**src/design/tip_pkg.sv**
```systemverilog
package tip_pkg;

	localparam int COORD_WIDTH_DEF = 16;
	localparam int DIMENSIONS_DEF  = 3;
	localparam int MAX_DIMS        = 3;
	localparam int INDEX_W         = 32;
	localparam int POS_W           = 17;
	localparam int CFG_DATA_W      = 48;
	localparam int CFG_INDEX_W     = 3;

	// register map
	localparam logic [CFG_INDEX_W-1:0] REG_START_I = 3'd0;
	localparam logic [CFG_INDEX_W-1:0] REG_START_J = 3'd1;
	localparam logic [CFG_INDEX_W-1:0] REG_START_K = 3'd2;
	localparam logic [CFG_INDEX_W-1:0] REG_END_I   = 3'd3;
	localparam logic [CFG_INDEX_W-1:0] REG_END_J   = 3'd4;
	localparam logic [CFG_INDEX_W-1:0] REG_END_K   = 3'd5;
	localparam logic [CFG_INDEX_W-1:0] REG_STEPS   = 3'd6;

	localparam logic [CFG_DATA_W-1:0] STEPS_RESET = 48'h0001_0001_0001;

	// one block request on its way from the front to the back
	typedef struct packed {
		logic               valid;
		logic [INDEX_W-1:0] block_index;
	} item_t;

endpackage

```
**src/design/tip_queue.sv**
```systemverilog
module tip_queue (
	input  logic           clk,
	input  logic           arst_n,
	input  tip_pkg::item_t push,
	output tip_pkg::item_t head,
	output logic           full
);
	import tip_pkg::*;

	logic [INDEX_W-1:0] mem_q [2];
	logic               wr_q;
	logic               rd_q;
	logic [1:0]         count_q;
	logic               pop;

	// the back never stalls: drain one entry every cycle that the queue is not empty
	assign pop  = count_q != 2'd0;
	assign full = count_q == 2'd2;

	always_ff @(posedge clk or negedge arst_n) begin
		if (!arst_n) begin
			wr_q    <= 1'b0;
			rd_q    <= 1'b0;
			count_q <= 2'd0;
		end else begin
			if (push.valid) wr_q <= ~wr_q;
			if (pop) rd_q <= ~rd_q;
			count_q <= count_q + 2'(push.valid) - 2'(pop);
		end
	end

	always_ff @(posedge clk) begin
		if (push.valid) mem_q[wr_q] <= push.block_index;
	end

	assign head.valid       = pop;
	assign head.block_index = mem_q[rd_q];

endmodule

```
**config.mk**
```make
export PLATFORM = sky130hd
export DESIGN_NAME = tip_queue
export DESIGN_NICKNAME = d
export VERILOG_FILES = /design/src/design/tip_pkg.sv /design/src/design/tip_queue.sv
export SDC_FILE = /design/constraint.sdc
export NUM_CORES = 1
export LEC_CHECK = 0
export ABC_AREA = 1
export BUFFER_PORTS_ARGS = -buffer_cell sky130_fd_sc_hd__buf_2
export CAP_MARGIN = 20
export CORE_UTILIZATION = 42
export DETAILED_ROUTE_END_ITERATION = 12
export GPL_ROUTABILITY_DRIVEN = 0
export PLACE_DENSITY = 0.71
export SLEW_MARGIN = 0
export SYNTH_ARGS = -nofsm -noshare
export SYNTH_HDL_FRONTEND = slang
export SYNTH_SLANG_ARGS = --single-unit
```
**constraint.sdc**
```tcl
create_clock -name clk -period 3 [get_ports clk]
set_clock_uncertainty 0.05 [all_clocks]
set_input_delay 0.3 -clock clk [delete_from_list [all_inputs] [get_ports clk]]
set_output_delay 0.3 -clock clk [all_outputs]
set_load 0.05 [all_outputs]
```
# Yosys cells after proc, flatten, opt, wreduce, memory -nomap -nowiden
# Memories as Yosys holds them, arrays and structs flattened.
# Cells that the tools add are included.
word_totals:
  romBits: 0
  mem_count: 1
  mem_bits_rw: 64
  regBits: 4
  inputBits: 35
  latch_bits: 0
memory_table:
  columns: ["name", "words", "width", "rd", "rd_ports_with_merged_regs", "wr", "line", "text"]
  rows:
  - ["mem_q", 2, 32, 1, 0, 1, "tip_queue.sv:10", "logic [INDEX_W-1:0] mem_q [2];"]
classes:
  reduce_logical: 1
  bitwise: 2
  mul: 0
  shift: 0
  add_sub_neg: 2
  div: 0
  n_eq_ne: 1
  n_mux: 2
  n_lt_le_gt_ge: 0
op_table:
  columns: ["op", "count"]
  rows:
  - ["2-bit by 1-bit adder with 2-bit output", 1]
  - ["2-bit == test, second input constant", 1]
  - ["1-bit 2-to-1 mux", 2]
  - ["1-bit NOT", 2]
  - ["2-bit nonzero test", 1]
  - ["2-bit by 1-bit subtractor with 2-bit output", 1]

# Logic depth before layout (Yosys ltp)
logic_depth:
  depth_word: 2
  ltp_mapped: 5

# Worst setup path before layout
# No wires, ideal clock.
synth_path:
  path_type: "reg2reg"
  startpoint: "register wr_q"
  endpoint: "memory mem_q[0][0] (enable)"
  t_arrival_ps: 1765
  path_slack_ps: 763
  n_path_buf: 0
  stages_incl_launch_ff: 2
  period_less_slack_ps: 2237
  t_required_ps: 2528
  path_cell_list: "dfrtp_1 -> nor2_1"
synth_rtl:
  columns: ["item", "line", "text"]
  rows:
  - ["from (decl)", "tip_queue.sv:11", "logic wr_q;"]
  - ["from (signal assigned)", "tip_queue.sv:26", "if (push.valid) wr_q <= ~wr_q;"]
  - ["to (decl)", "tip_queue.sv:10", null]
# No word-level cell before the write port.

==> results.md <==
* Slew margin rel. at 0.364
* Die W at 80.4 microns
* Crit path kind: flip-flop to output port
* Final setup fails at 0
* Setup tns final at 0 ps
* Worst endpoint data arrival time at 1850 ps
* CP Cell Sequence: buf_4, nand2_1, nand2_1, buf_2
* Clock Pin Slew Worst Setup and Hold Paths at 60 ps
* TritonCTS clock tree: yes
* Metal2 WL at 2.28 mm
* I/O Pins at 69
* Largest net degree at the start of global routing at 34
* Worst Path Max Fanout at 19
* Max incr delay on CP at 730 ps
* Min-delay worst type: input pin to flip-flop
* Outcome: finished, final reports clean
* Post-synth cell types at 14
* Fin. max-slew vios at 0
* # rows at 28
* Net Count, Synth at 227
* Pwr Total at 0.00262 W
* Ant. Diodes at 0
* Clk sinks at 68
* Crit-path slowest cell: dfrtp_1
* Worst Max-Slew Pin Slew at 952 ps
* Area growth syn-to-layout at 20.6%
* Placed cell area at 0.00296 sq mm
* Proportion of layout cells with a drive suffix above 1 at 0.347
* Initial antenna violation count at 0
* Highest layer used for signal routing: met4
* Via count at 1567
* Fill cell count at 536
* Worst skew pair latency at 320 ps
* Initial cell density of the core at 0.436
* Synth Cell Area at 0.00258 sq mm
* Pre-antenna DRT Iters at 4
* Total GRT Usage at 0.145
* Clk buf depth at 2
* Register area share after synthesis at 0.783
* Period Utilization, post-route at 0.733
* Crit end category: output port
* Syn Inst Count at 191
* Die area at 0.00647 sq mm
* CTS buffer count at 9
* DR iter-0 viols at 113
* Vias in the first global route at 1434
* Ys Warns at 0
* Layout Nets at 301
* PortBufs at 68
* P_leak at 1.37 nW
* Data required time of the critical path at 2650 ps
* Die Height at 80.4 microns
* Max rail drop VDD at 0.000356 V
* Hold Worst Slack at 116 ps
* Syn_area_per_cell at 13.5 sq um
* DP Wirelength at 2.90 mm
* Core Region at 0.00592 sq mm
* PD cells at 840 mW/mm^2
* Met3 WL at 209 microns
* First-pass GRT wire length at 6.55 mm
* Final min period at 2200 ps
* Post_cts resized at 0
* FF+latch count, synth at 68
* Most used cell, CP: nand2_1
* ANT nets after route at 0
* DRC Markers at 0
* Fmax at 455 MHz
* Final instance area at 0.00312 sq mm
* Number of max-cap violations at 0
* Vias/cell at 4.57
* # H-tree levels at 3
* Wire per inst at 12.9 microns
* Wire length on met1 at 1.88 mm
* Crit path launch type: flip-flop
* DRT Wirelength at 4.43 mm
* Remaining global-route overflow at 0
* RSZ-0062 raised after global routing: false
* Fin. Hold Viols at 0
* Clock tree root buffer cell: clkbuf_8
==> power by group <==
group | internal (W) | switching [W] | total (W)
registers | 0.00125 | 0.0000587 | 0.00131
clock network | 0.000279 | 0.000289 | 0.000567
logic | 0.000148 | 0.000597 | 0.000745
==> repair_timing <==
action                                  CTS  global route
endpoints found under the setup margin    0             0
hold endpoints to repair                  4             0
setup buffers                             0             0
hold buffers                              1             0
==> flip-flops by register name (all words and copies together), names as in the netlist <==
signal,flops
wr_q,1
rd_q,1
mem_q,64
count_q,2
==> metrics by stage <==
| stage | worst slack [ps] | util | instances |
|---|---|---|---|
| after floorplan | 763 | - | 191 |
| after global placement | 1150 | 0.500 | 328 |
| after detailed placement | 1130 | 0.500 | 328 |
| after CTS | 753 | 0.526 | 343 |
| after global routing | 670 | 0.526 | 343 |
| final | 801 | 0.526 | 343 |
==> layout make-up <==
class | count | area [sq um] | area share
Clock buffer | 9 | 124 | 0.0397
Clock inverter | 5 | 21.3 | 0.00682
Inverter | 5 | 26.3 | 0.00843
Multi-Input combinational cell | 110 | 464 | 0.149
Sequential cell | 68 | 2020 | 0.649
Tap cell | 75 | 93.8 | 0.0301
Timing Repair Buffer | 71 | 365 | 0.117
==> worst paths after layout <==
kind,to,from,slack [ps],cells past startpoint
max,head[18],rd_q,800,4
min reg2reg,wr_q,wr_q,500,1
min in group asynchronous,wr_q,arst_n,260,2
max in group asynchronous,count_q[1],arst_n,2520,2
max reg2reg,mem_q[0][20],wr_q,1370,1
min,mem_q[0][19],push[19],120,1
==> synthesized netlist by cell type (all sizes together) <==
cell type,number,area (sq um)
ha,1,12.5
nand2,102,408
o21ai,1,5.00
dfrtp,4,100
inv,5,26.3
xor2,1,8.76
edfxtp,64,1920
nand3b,1,7.51
nor2,4,15.0
buf,8,78.8
==> cells in the final DEF, fill, tap and decap left out, types with 2 or more instances in the layout <==
master | synthesis | layout
clkbuf_8 | 0 | 9
buf_4 | 4 | 2
nor2_1 | 4 | 3
edfxtp_1 | 64 | 64
nand2_2 | 10 | 10
clkinv_2 | 0 | 2
inv_1 | 4 | 4
clkinv_1 | 0 | 3
buf_2 | 0 | 68
dfrtp_1 | 4 | 4
nand2_1 | 92 | 92
==> cell families after synthesis <==
kind of cell,share of synthesized area
adders and majority gates,0.00484
xor gates and xnor gates,0.00339
buffers and inverters,0.0407
and+or+nand+nor,0.167
AOI/OAI and AO/OA,0.00194
DFF,0.783
==> metal layers <==
layer / GRT usage / vias up
li1: - / 783
met1: 0.165 / 736
met2: 0.241 / 44
met3: 0.0341 / 4
met4: 0.102 / 0
met5: 0 / -
==> worst max-delay path: cells and delay by family (launching register included) <==
| family | cells | cell delay [ps] |
|---|---|---|
| flops | 1 | 730 |
| buf+inv | 2 | 610 |
| simple gates | 2 | 170 |
Note: power is estimated with default switching activity, not from simulation.
