<file path="config.mk">
export PLATFORM = sky130hd
export DESIGN_NAME = tip_front
export DESIGN_NICKNAME = d
export VERILOG_FILES = /design/src/design/tip_pkg.sv /design/src/design/tip_front.sv
export SDC_FILE = /design/constraint.sdc
export NUM_CORES = 1
export LEC_CHECK = 0
export BUFFER_PORTS_ARGS = -buffer_cell sky130_fd_sc_hd__buf_2
export CORE_ASPECT_RATIO = 1.1
export CORE_UTILIZATION = 52
export CTS_BUF_LIST = sky130_fd_sc_hd__clkbuf_16
export DETAILED_ROUTE_END_ITERATION = 12
export PLACE_DENSITY = 0.86
export SYNTH_ARGS = -nofsm -noshare
export SYNTH_HDL_FRONTEND = slang
export SYNTH_SLANG_ARGS = --single-unit
</file>
<file path="constraint.sdc">
create_clock -name clk -period 4.5 [get_ports clk]
set_input_delay 0.9 -clock clk [delete_from_list [all_inputs] [get_ports clk]]
set_output_delay 0.9 -clock clk [all_outputs]
set_load 0.02 [all_outputs]
</file>
<file path="src/design/tip_pkg.sv">
package tip_pkg;

	localparam int COORD_WIDTH_DEF = 16;
	localparam int DIMENSIONS_DEF  = 3;
	localparam int MAX_DIMS        = 3;
	localparam int INDEX_W         = 32;
	localparam int POS_W           = 17;
	localparam int CFG_DATA_W      = 48;
	localparam int CFG_INDEX_W     = 3;

	// register map
	localparam logic [CFG_INDEX_W-1:0] REG_START_I = 3'd0;
	localparam logic [CFG_INDEX_W-1:0] REG_START_J = 3'd1;
	localparam logic [CFG_INDEX_W-1:0] REG_START_K = 3'd2;
	localparam logic [CFG_INDEX_W-1:0] REG_END_I   = 3'd3;
	localparam logic [CFG_INDEX_W-1:0] REG_END_J   = 3'd4;
	localparam logic [CFG_INDEX_W-1:0] REG_END_K   = 3'd5;
	localparam logic [CFG_INDEX_W-1:0] REG_STEPS   = 3'd6;

	localparam logic [CFG_DATA_W-1:0] STEPS_RESET = 48'h0001_0001_0001;

	// one block request on its way from the front to the back
	typedef struct packed {
		logic               valid;
		logic [INDEX_W-1:0] block_index;
	} item_t;

endpackage

</file>
<file path="src/design/tip_front.sv">
module tip_front #(
	parameter int CW   = tip_pkg::COORD_WIDTH_DEF,
	parameter int DIMS = tip_pkg::DIMENSIONS_DEF
) (
	input  logic                              clk,
	input  logic                              arst_n,
	input  logic                              start,
	input  logic [tip_pkg::INDEX_W-1:0]       block_index,
	output logic                              busy,
	input  logic                              cfg_valid,
	output logic                              cfg_ready,
	input  logic [tip_pkg::CFG_INDEX_W-1:0]   cfg_index,
	input  logic [tip_pkg::CFG_DATA_W-1:0]    cfg_data,
	input  logic                              q_full,
	output tip_pkg::item_t                    push,
	output logic [DIMS-1:0][CW-1:0]           cnt,
	output logic [DIMS-1:0][CW-1:0]           lo,
	output logic [DIMS-1:0][CW-1:0]           st
);
	import tip_pkg::*;

	localparam int DW    = (DIMS > 1) ? $clog2(DIMS) : 1;
	localparam int BW    = $clog2(CW + 2);
	localparam int EXT_W = CFG_DATA_W + MAX_DIMS * CW;

	localparam logic [1:0] ST_IDLE = 2'd0;
	localparam logic [1:0] ST_LOAD = 2'd1;
	localparam logic [1:0] ST_RUN  = 2'd2;

	logic [MAX_DIMS-1:0][CW-1:0] start_q;
	logic [MAX_DIMS-1:0][CW-1:0] end_q;
	logic [CFG_DATA_W-1:0]       steps_q;
	logic [EXT_W-1:0]            steps_ext;
	logic [DIMS-1:0][CW-1:0]     cnt_q;
	logic [DIMS-1:0][CW:0]       num;

	logic [1:0]    state_q;
	logic [DW-1:0] dim_q;
	logic [BW-1:0] bit_q;
	logic [CW:0]   n_q;
	logic [CW-1:0] r_q;

	logic [CW:0]   trial;
	logic [CW:0]   trial_sub;
	logic [CW-1:0] cur_st;
	logic          ge;

	assign cfg_ready = 1'b1;

	always_ff @(posedge clk or negedge arst_n) begin
		if (!arst_n) begin
			start_q <= '0;
			end_q   <= '0;
			steps_q <= STEPS_RESET;
		end else if (cfg_valid) begin
			unique case (cfg_index)
				REG_START_I: start_q[0] <= cfg_data[CW-1:0];
				REG_START_J: start_q[1] <= cfg_data[CW-1:0];
				REG_START_K: start_q[2] <= cfg_data[CW-1:0];
				REG_END_I:   end_q[0]   <= cfg_data[CW-1:0];
				REG_END_J:   end_q[1]   <= cfg_data[CW-1:0];
				REG_END_K:   end_q[2]   <= cfg_data[CW-1:0];
				REG_STEPS:   steps_q    <= cfg_data;
				default: ;
			endcase
		end
	end

	assign steps_ext = EXT_W'(steps_q);

	for (genvar d = 0; d < DIMS; d++) begin : g_dim
		logic [CW-1:0] raw;
		assign raw   = steps_ext[d*CW +: CW];
		assign st[d] = (raw == '0) ? CW'(1) : raw;
		assign lo[d] = start_q[d];
		// ceil(diff / step) as floor((diff + step - 1) / step); empty range gives 0
		assign num[d] = (end_q[d] > start_q[d]) ?
			({1'b0, end_q[d] - start_q[d]} + {1'b0, st[d]} - (CW+1)'(1)) : '0;
	end

	assign cnt = cnt_q;

	// count unit: one restoring step per cycle in ST_RUN, dimensions in turn
	assign cur_st    = st[dim_q];
	assign trial     = {r_q, n_q[CW]};
	assign trial_sub = trial - {1'b0, cur_st};
	assign ge        = trial >= {1'b0, cur_st};

	always_ff @(posedge clk or negedge arst_n) begin
		if (!arst_n) begin
			state_q <= ST_IDLE;
			dim_q   <= '0;
			bit_q   <= '0;
			cnt_q   <= '0;
		end else if (cfg_valid) begin
			state_q <= ST_LOAD;
			dim_q   <= '0;
		end else begin
			unique case (state_q)
				ST_IDLE: ;
				ST_LOAD: begin
					state_q <= ST_RUN;
					bit_q   <= '0;
				end
				ST_RUN: begin
					bit_q <= bit_q + BW'(1);
					if (bit_q == BW'(CW)) begin
						cnt_q[dim_q] <= {n_q[CW-2:0], ge};
						if (dim_q == DW'(DIMS - 1)) begin
							state_q <= ST_IDLE;
						end else begin
							dim_q   <= dim_q + DW'(1);
							state_q <= ST_LOAD;
						end
					end
				end
				default: state_q <= ST_IDLE;
			endcase
		end
	end

	always_ff @(posedge clk) begin
		if (state_q == ST_LOAD) begin
			n_q <= num[dim_q];
			r_q <= '0;
		end else begin
			n_q <= {n_q[CW-1:0], ge};
			r_q <= ge ? trial_sub[CW-1:0] : trial[CW-1:0];
		end
	end

	assign busy             = (state_q != ST_IDLE) || q_full;
	assign push.valid       = start && !busy;
	assign push.block_index = block_index;

endmodule

</file>
-- Yosys cells after proc, flatten, opt, wreduce, memory -nomap -nowiden
Cells that the tools add are included.
- bits in registers: 234
- input port bits: 88
- output and inout port bits: 179
- word-level logic and storage cells: 95
- add/sub/neg operators: 12
- $lt $le $gt $ge: 6
- equality and inequality tests: 13
- multiplexer cells: 24
- bitwise logic cells: 1
- reductions and logical operators: 24
- operators with widths (operator ; number):
    16-bit two-way mux ; 6
    17-bit two-way mux ; 5
    16-bit subtractor ; 4
    16-bit by 16-bit adder with 17-bit output ; 3
    17-bit by 1-bit subtractor with 17-bit output, second input constant ; 3
    48-bit bitwise mux ; 1
    16-bit greater-than comparator ; 3
    16-bit zero test ; 3
    17-bit binary-select mux with 2-bit select ; 1
    16-bit binary-select mux with 2-bit select ; 1
    16-bit demux with 2-bit select ; 1
    2-bit AND reduction ; 9
    17-bit by 16-bit >= comparator with 1-bit output ; 1
    2-bit two-way mux ; 6
    5-bit one-hot mux with 2 select lines ; 1
    3-bit equality test, second input constant ; 3
    2-bit nonzero test ; 4
    3-bit by 2-bit equality test with 1-bit output, second input constant ; 2
    2-bit one-hot mux with 3 select lines ; 1
    3-bit AND reduction ; 2
    5-bit by 1-bit adder with 5-bit output, second input constant ; 1
    5-bit equality test, second input constant ; 1
    2-bit equality test, second input constant ; 2
    2-bit inequality test, second input constant ; 2
    other kinds (13) ; 14

-- Depth between registers and ports, before layout
Gate-level depths: netlist (run 1).
- depth in word-level cells: 8
- gate-level depth with buffers: 22

-- Worst setup path before layout (run 1)
OpenSTA, ideal clock, no wires.
- path kind: reg-to-reg
- start point: register start_q (netlist bit lo[17])
- end point: register n_q[14]
- setup time: 0.121 ns
- arrival: 4.268 ns
- required time: 4.379 ns
- slack: 0.112 ns
- stages on the path, launching flop included: 22
- period minus slack after synthesis: 4.388 ns
- cell sequence: dfrtp_1 > inv_1 > ha_1 > nor2b_1 > o21ai_0 > a21boi_0 > o21ai_0 > a21oi_1 > a21o_1 > a2111oi_0 > nor3b_1 > ha_1 > inv_1 > ha_1 > a21oi_1 > a21boi_0 > a311oi_2 > o211ai_1 > xor2_1 > a22oi_2 > o22ai_1 > mux2_2
- cells in the longest elaborated chain, start to end: 7
- elaborated cells between the ends (all ways): 8
- classes of those cells: add/sub: 3; order compare: 1; mux: 4
- ends and longest elaborated chain (element ; RTL line ; source):
    from (decl) ; tip_front.sv:30 ; logic [MAX_DIMS-1:0][CW-1:0] start_q;
    16-bit subtractor ; tip_front.sv:78 ; ({1'b0, end_q[d] - start_q[d]} + {1'b0, st[d]} - (CW+1)'(1)) : '0;
    16-bit by 16-bit adder with 17-bit output ; tip_front.sv:78 ;
    17-bit by 1-bit subtractor with 17-bit output ; tip_front.sv:78 ;
    17-bit two-way mux * ; tip_front.sv:77 ; assign num[d] = (end_q[d] > start_q[d]) ?
    17-bit binary-select mux with 2-bit select * ; tip_front.sv:124 ; n_q <= num[dim_q];
    17-bit two-way mux (not written as such) * ; tip_front.sv:124 ;
    17-bit two-way mux * ; tip_front.sv:123 ; if (state_q == ST_LOAD) begin
    to (signal assigned) ; tip_front.sv:124 ;
    to (signal assigned) ; tip_front.sv:127 ; n_q <= {n_q[CW-1:0], ge};
    to (decl) ; tip_front.sv:40 ; logic [CW:0] n_q;
Mark *: on every way between the ends. The rest lies on a longest branch, timed or not. The select of a mux whose other input is x is not followed.
A chain may end at the register's enable or synchronous reset.

-- Final worst setup path (run 1)
- start point: register start_q (netlist bit lo[32])
- end point: register n_q[14]
The elaborated chain is that of the path after synthesis.

==> results.sh, run 1 <==
export IMPL_status="finished, final reports clean"
export IMPL_final_period_minus_worst_setup_slack_ps=4400
export IMPL_grt_overflow=0
export IMPL_p_leak_nw=9.21
export IMPL_die_w_microns=170
export IMPL_hold_path_class="in -> async"
export IMPL_synth_cell_types=82
export IMPL_synthMuxAreaShare_pct=12.1
export IMPL_report_final_slew_viol_count=0
export IMPL_maxCapViolations=0
export IMPL_async_flop_share_pct=85.9
export IMPL_fin_area_sq_um=18600
export IMPL_hpwl_microns=34900
export IMPL_dieArea_sq_um=31700
export IMPL_fmax_mhz=227
export IMPL_worstSetupEndpoint="n_q[14]$_DFF_P_"
export IMPL_synth_ff_type="dfrtp_1"
export IMPL_nFillCells=2484
export IMPL_drtIter0Drc=849
export IMPL_clock_tree_root_cell="clkbuf_16"
export IMPL_comb_power_share_pct=68.0
export IMPL_die_y_microns=187
export IMPL_post_route_period_util_pct=97.8
export IMPL_place_congestion=0.980
export IMPL_vias=13500
export IMPL_yosysSeqAreaShare_pct=35.3
export IMPL_grt_max_degree=95
export IMPL_track_usage_pct=28.5
export IMPL_r2r_end="n_q[14]$_DFF_P_"
export IMPL_syn_nets=1981
export IMPL_yosys_area_share_simple_pct=10.3
export IMPL_ys_warn_count=0
export IMPL_diodes=0
export IMPL_via_per_inst=5.84
export IMPL_p_per_area_nw_per_um2=856
export IMPL_endpoint_kind="flip-flop"
export IMPL_synth_compound_area_share_pct=14.9
export IMPL_critPathLaunch="lo[32]$_DFFE_PN0P_"
export IMPL_p_int_mw=8.44
export IMPL_hold_viol=0
export IMPL_r2r_slack_ps=100
export IMPL_clkTransAtPathRegs_ps=60
export IMPL_switching_share_pct=47.0
export IMPL_grt_pass1_wl_microns=70800
export IMPL_synth_xor_area_share_pct=4.62
export IMPL_cts_max_level=1
export IMPL_rows=67
export IMPL_clock_path_buffers=3
export IMPL_grt_pass1_vias=13100
export IMPL_timing_rr_start="lo[32]$_DFFE_PN0P_"
export IMPL_p_clk_share_pct=13.5
export IMPL_drc=0
export IMPL_drive_above_1_share_pct=26.7
export IMPL_arrival_ps=4830
export IMPL_startpoint_type="flip-flop"
export IMPL_dr_pass1_iters=8
export IMPL_clock_latency_ps=540
export IMPL_synth_cells=1720
export IMPL_core_region_area_sq_um=30500
export IMPL_io_pins=267
export IMPL_numCtsBuffers=26
export IMPL_layout_commonest_cell="inv_1"
export IMPL_final_cell_mix="225 x inv_1, 200 x buf_2, 198 x dfrtp_1, 157 x ha_1, 146 x mux2_2"
export IMPL_drt_antenna_violating_nets=0
export IMPL_netlist_area_leader_share_pct=30.7
export IMPL_wire_per_inst_microns=20.0
export IMPL_p_sw_mw=7.47
export IMPL_max_slew_worst_pin_slew_ps=1040
export IMPL_syn_avg_cell_area_sq_um=9.38
export IMPL_synth_adder_area_share_pct=13.7
export IMPL_port_buffers=201
export IMPL_whs_ps=442
export IMPL_synth_edff_count=0
export IMPL_synth_top_family_by_area="compound AO/OA/AOI/OAI gates"
export IMPL_reg2reg_depth=19
export IMPL_clkSinkCount=234
export IMPL_worst_path_max_fanout=3
export IMPL_final_nets=2136
export IMPL_area_growth_pct=15.3
export IMPL_place_area_sq_um=17400
export IMPL_seqPwrFrac_pct=18.5
export IMPL_setup_viol=0
export IMPL_skew_ps=13.5
export IMPL_crit_type="reg -> reg"
export IMPL_cts_tree="yes"
export IMPL_wirelength_microns=46100
export IMPL_antenna_found_initial=0
export IMPL_synth_top_cell_by_area="dfrtp_1"
export IMPL_initial_utilization_pct=52.8
export IMPL_vdd_drop_max_uv=421
export IMPL_relSlewSlack_pct=30.1
export IMPL_ys_top_cells_by_area="dfrtp_1 31%, ha_1 13%, mux2_2 10%"
export IMPL_synth_seq_cells=234
export IMPL_crit_required_ps=4930
export IMPL_syn_area_sq_um=16100
## logic make-up (layout without fill, tap and decap cells)
| logic type | after synthesis | in the layout |
|---|---|---|
| AOI/OAI and AO/OA | 359 | 359 |
| xor gates and xnor gates | 85 | 85 |
| adders and majority gates | 173 | 173 |
| buffers and inverters | 349 | 522 |
| DFF | 234 | 234 |
| muxes | 176 | 176 |
| other | 1 | 1 |
| and+or+nand+nor | 343 | 343 |
## synthesized netlist by cell type, drive strengths merged (6+ instances only)
master and count:
mux2i 29, a41oi 6, dfxtp 33, nor4 11, fa 7, xnor2 54, o21a 12, buf 46
o21bai 11, dfrtp 198, nor3b 6, inv 228, or3 10, o211ai 10, or2 7, clkbuf 74
xor2 31, a211oi 12, mux2 147, nand2b 12, a22oi 14, o21ai 92, nand3 29, nor2b 13
and3 10, o221ai 6, a21boi 9, nand2 102, a31oi 23, a21oi 82, ha 166, nor2 88
nor3 29, a22o 11, a21o 37
## critical path: stages (launching register included)
cell	delay, ps
dfrtp_1	410
ha_1	190
inv_1	50
fa_1	400
a21o_1	220
a221oi_4	360
a21oi_2	110
a21o_1	180
a21oi_1	170
xor2_1	340
ha_1	300
inv_1	60
ha_1	230
and3_1	180
a22oi_2	170
nand3_1	140
a31oi_2	210
xor2_1	180
o22ai_1	90
mux2_4	280
## sequential cells by signal, summed over array words and instances, names as in the netlist
register	cells
n_q	17
lo	48
state_q	2
steps_q	48
dim_q	2
end_q	48
cnt	48
bit_q	5
r_q	16
## layer usage
metal  vias up  wire, microns  track usage [%]
met1      6503          18400             35.5
met3       179           3110             4.05
met4         0           2940             16.7
met2       580          21700             46.9
met5         -              0                0
li1       6207              -                -
## power by group through the flow
| stage | logic [mW] | clock network, mW | registers [mW] |
|---|---|---|---|
| 3_3_place_gp | 9.65 | 0 | 2.94 |
| 5_1_grt | 11.8 | 2.27 | 2.99 |
| 4_1_cts | 10.0 | 2.18 | 2.93 |
| 3_5_place_dp | 9.91 | 0 | 2.96 |
| 6_report | 10.8 | 2.15 | 2.94 |
| 2_1_floorplan | 7.47 | 0 | 2.92 |
## area by class of cell
cell class	count	area [sq um]	share of cell area [%]
Timing Repair Buffer	247	1370	7.38
Inverter	229	860	4.62
Clock buffer	27	676	3.63
Clock inverter	19	178	0.956
Multi-Input combinational cell	1137	9290	50.0
Tap cell	414	518	2.79
Sequential cell	234	5690	30.6
## worst min-delay path by stage
stage	slack, ps	start	end	cells after the start
after global placement	470	n_q[15]$_DFF_P_	n_q[16]$_DFF_P_	2
after floorplan	450	n_q[15]$_DFF_P_	n_q[16]$_DFF_P_	2
final	440	arst_n	steps_q[46]$_DFFE_PN0P_	1
after detailed placement	490	n_q[15]$_DFF_P_	n_q[16]$_DFF_P_	2
after global routing	500	arst_n	steps_q[46]$_DFFE_PN0P_	1
after CTS	480	arst_n	steps_q[41]$_DFFE_PN0P_	1
## per-stage QoR
| stage | util [%] | setup TNS, ps | setup slack (ps) | power, mW | cells |
|---|---|---|---|---|---|
| after global placement | 57.0 | -33.3 | -33.3 | 12.6 | 2253 |
| after CTS | 59.9 | 0 | 1.04 | 15.2 | 2299 |
| after floorplan | - | 0 | 112 | 10.4 | 1720 |
| final | 60.9 | 0 | 99.2 | 15.9 | 2307 |
| after global routing | 60.9 | -159 | -75.5 | 17.1 | 2307 |
| after detailed placement | 57.0 | -896 | -309 | 12.9 | 2253 |
## timing repair
action	CTS	global route
hold buffers	0	0
setup buffers	0	8
resized for setup	12	54
setup endpoints to repair	6	7
pin swaps	6	40
Note: power is estimated with default switching activity, not from simulation.
==> run 2, diff against run 1 <==
--- a/config.mk
+++ b/config.mk
@@ -5,7 +5,9 @@
 export SDC_FILE = /design/constraint.sdc
 export NUM_CORES = 1
 export LEC_CHECK = 0
+export ABC_AREA = 1
 export BUFFER_PORTS_ARGS = -buffer_cell sky130_fd_sc_hd__buf_2
+export CAP_MARGIN = 10
 export CORE_ASPECT_RATIO = 1.1
 export CORE_UTILIZATION = 52
 export CTS_BUF_LIST = sky130_fd_sc_hd__clkbuf_16
==> run 2 against run 1 <==
Register-to-register slack better by 490 ps. Hold slack worse by 35 ps. Non-clock buffer count is 37 lower. Routed wire length is 2.5% higher. Largest cell class unchanged. Combinational power is 9% lower. Maximum frequency is 13% higher. Largest power group unchanged. Sequential share of layout area is 0.76 points higher. Critical path depth is 2 higher. Via count is 11% higher.
==> results.sh, run 2 <==
export IMPL_status="finished, final reports clean"
export IMPL_grt_overflow=0
export IMPL_cts_max_level=1
export IMPL_cp_top_family="compound AO/OA/AOI/OAI gates"
export IMPL_clock_path_buffers=3
export IMPL_netlist_area_leader_share_pct=30.2
export IMPL_crit_required_ps=4970
export IMPL_syn_avg_cell_area_sq_um=7.49
export IMPL_fin_util_pct=59.0
export IMPL_die_w_microns=171
export IMPL_io_pins=267
export IMPL_track_usage_pct=29.7
export IMPL_fin_cells=2735
export IMPL_crit_path_cell_trace="inv_1 -> ha_1 -> nand2_1 -> o21ai_0 -> a31oi_1 -> o21ai_0 -> xnor2_1 -> ha_1 -> inv_1 -> ha_1 -> nand2_1 -> inv_1 -> a21oi_1 -> nor2_1 -> nor2_1 -> nand2_1 -> nand2_1 -> nand3_1 -> nand2_1 -> nand2_1 -> a21oi_1"
export IMPL_port_buffers=201
export IMPL_drc=0
export IMPL_postCtsSetupBuffers=0
export IMPL_die_y_microns=188
export IMPL_wire_per_inst_microns=17.3
export IMPL_synth_most_common_cell="nand2_1"
export IMPL_drtIter0Drc=1115
export IMPL_max_slew_worst_pin_slew_ps=1120
export IMPL_numCtsBuffers=25
export IMPL_report_final_slew_viol_count=0
export IMPL_r2r_slack_ps=590
export IMPL_syn_area_sq_um=16400
export IMPL_hold_viol=0
export IMPL_synth_commonest_cells="499 x nand2_1, 351 x inv_1, 198 x dfrtp_1"
export IMPL_dr_pass1_iters=6
export IMPL_synth_cell_types=48
export IMPL_area_growth_pct=10.4
export IMPL_syn_nets=2455
export IMPL_async_flop_share_pct=85.9
export IMPL_p_per_area_nw_per_um2=809
export IMPL_vdd_drop_max_uv=396
export IMPL_skew_ps=20.6
export IMPL_diodes=0
export IMPL_nFillCells=2838
export IMPL_vias=14900
export IMPL_synth_seq_cells=234
export IMPL_clkTransAtPathRegs_ps=60
export IMPL_startpoint_type="flip-flop"
export IMPL_initial_utilization_pct=53.4
export IMPL_yosysSeqAreaShare_pct=34.7
export IMPL_wirelength_microns=47200
export IMPL_endpoint_kind="flip-flop"
export IMPL_synth_top_cell_by_area="dfrtp_1"
export IMPL_via_per_inst=5.44
export IMPL_postCtsResizedCells=0
export IMPL_worst_path_max_fanout=4
export IMPL_crit_type="reg -> reg"
export IMPL_drt_antenna_violating_nets=0
export IMPL_rsz0062_at_grt="false"
export IMPL_grt_max_degree=102
export IMPL_fmax_mhz=256
export IMPL_dp_cells=2690
export IMPL_place_area_sq_um=17400
export IMPL_cts_tree="yes"
export IMPL_arrival_ps=4370
export IMPL_synth_ff_type="dfrtp_1"
export IMPL_synth_cells=2194
export IMPL_grt_pass1_vias=14300
export IMPL_clkSinkCount=234
export IMPL_final_nets=2564
export IMPL_setup_tns_ps=0
export IMPL_path_buf_inv=3
export IMPL_drive_above_1_share_pct=14.0
export IMPL_ys_warn_count=0
export IMPL_relSlewSlack_pct=25.0
export IMPL_clock_tree_root_cell="clkbuf_16"
export IMPL_hpwl_microns=37300
export IMPL_final_period_minus_worst_setup_slack_ps=3910
export IMPL_power_mw=14.7
export IMPL_post_route_period_util_pct=86.8
export IMPL_maxCapViolations=0
export IMPL_setup_viol=0
export IMPL_fin_area_sq_um=18100
export IMPL_path_common_cell="nand2_1"
export IMPL_cts_hold_buf=0
export IMPL_clock_latency_ps=550
export IMPL_core_region_area_sq_um=30800
export IMPL_layout_commonest_cell="nand2_1"
export IMPL_antenna_found_initial=0
export IMPL_rows=67
export IMPL_dieArea_sq_um=32300
export IMPL_synth_edff_count=0
export IMPL_place_congestion=0.989
export IMPL_grt_pass1_wl_microns=75000
export IMPL_ys_top_cells_by_area="dfrtp_1 30%, ha_1 13%, nand2_1 11%"
export IMPL_final_cell_mix="498 x nand2_1, 357 x inv_1, 200 x buf_2, 198 x dfrtp_1, 175 x a21oi_1"
export IMPL_slowest_delay_ps=410
export IMPL_slowest_stage="dfrtp_1"
export IMPL_p_leak_nw=9.99
export IMPL_hold_path_class="in -> async"
run 2: changes by cell type after synthesis, moves of 12 or more:
cell,before,now
nand2_1,102,499
inv_1,228,351
nor2b_1,13,0
xnor2_1,54,32
o21ai_0,85,165
nor3_1,29,15
mux2i_1,29,0
mux2_2,147,45
nand2b_1,12,0
nand4_1,3,23
a21oi_1,79,175
a21o_1,37,5
nor2_1,88,135
nand3_1,29,78
run 2: stage by stage:
stage,setup WS [ps],hold WS (ps)
final,594,407
after global routing,277,457
after CTS,648,435
after detailed placement,708,420
after global placement,849,415
after floorplan,1170,403
run 2: cells by family (layout without fill, tap and decap cells):
family	Yosys count	in the layout	synth area share [%]
AND/OR/NAND/NOR	789	789	19.8
buffers and inverters	481	608	12.0
AO/OA/AOI/OAI	398	398	13.0
flip-flops	234	234	34.7
adder cells (fa/ha/maj)	173	173	13.5
XOR/XNOR	73	73	3.89
multiplexers	45	45	3.09
other	1	1	0.0228
run 2: metal layers:
layer	vias up	track usage (%)	part of all wire, %
li1	7199	-	-
met1	6996	38.9	42
met2	578	48.3	46
met3	115	4.45	7.1
met4	0	13.1	4.5
met5	-	0	0
run 2: area by class of cell:
class                   instances  area (sq um)  area share [%]
repair buffers                210          1080            5.97
clock inverters                20           135           0.745
clock buffers                  25           626            3.45
well taps                     414           518            2.86
flip-flops and latches        234          5690            31.4
inverters                     353          1330            7.30
multi-input cells            1479          8760            48.3
run 2: power by group:
group          switching, mW  leakage [nW]  internal [mW]
Combinational           6.35          6.80           3.50
Clock                  0.873         0.379           1.07
Sequential             0.371          2.81           2.52
run 2: worst paths after layout:
| path | start | depth (start not counted) | endpoint |
|---|---|---|---|
| worst max-delay path | lo[18]$_DFFE_PN0P_ | 21 | n_q[14]$_DFF_P_ |
| worst min-delay path | arst_n | 1 | end_q[22]$_DFFE_PN0P_ |
| worst max register to register | lo[18]$_DFFE_PN0P_ | 21 | n_q[14]$_DFF_P_ |
| worst min register to register | n_q[15]$_DFF_P_ | 2 | n_q[16]$_DFF_P_ |
| max in group asynchronous | arst_n | 2 | end_q[44]$_DFFE_PN0P_ |
| min in group clk | n_q[15]$_DFF_P_ | 2 | n_q[16]$_DFF_P_ |
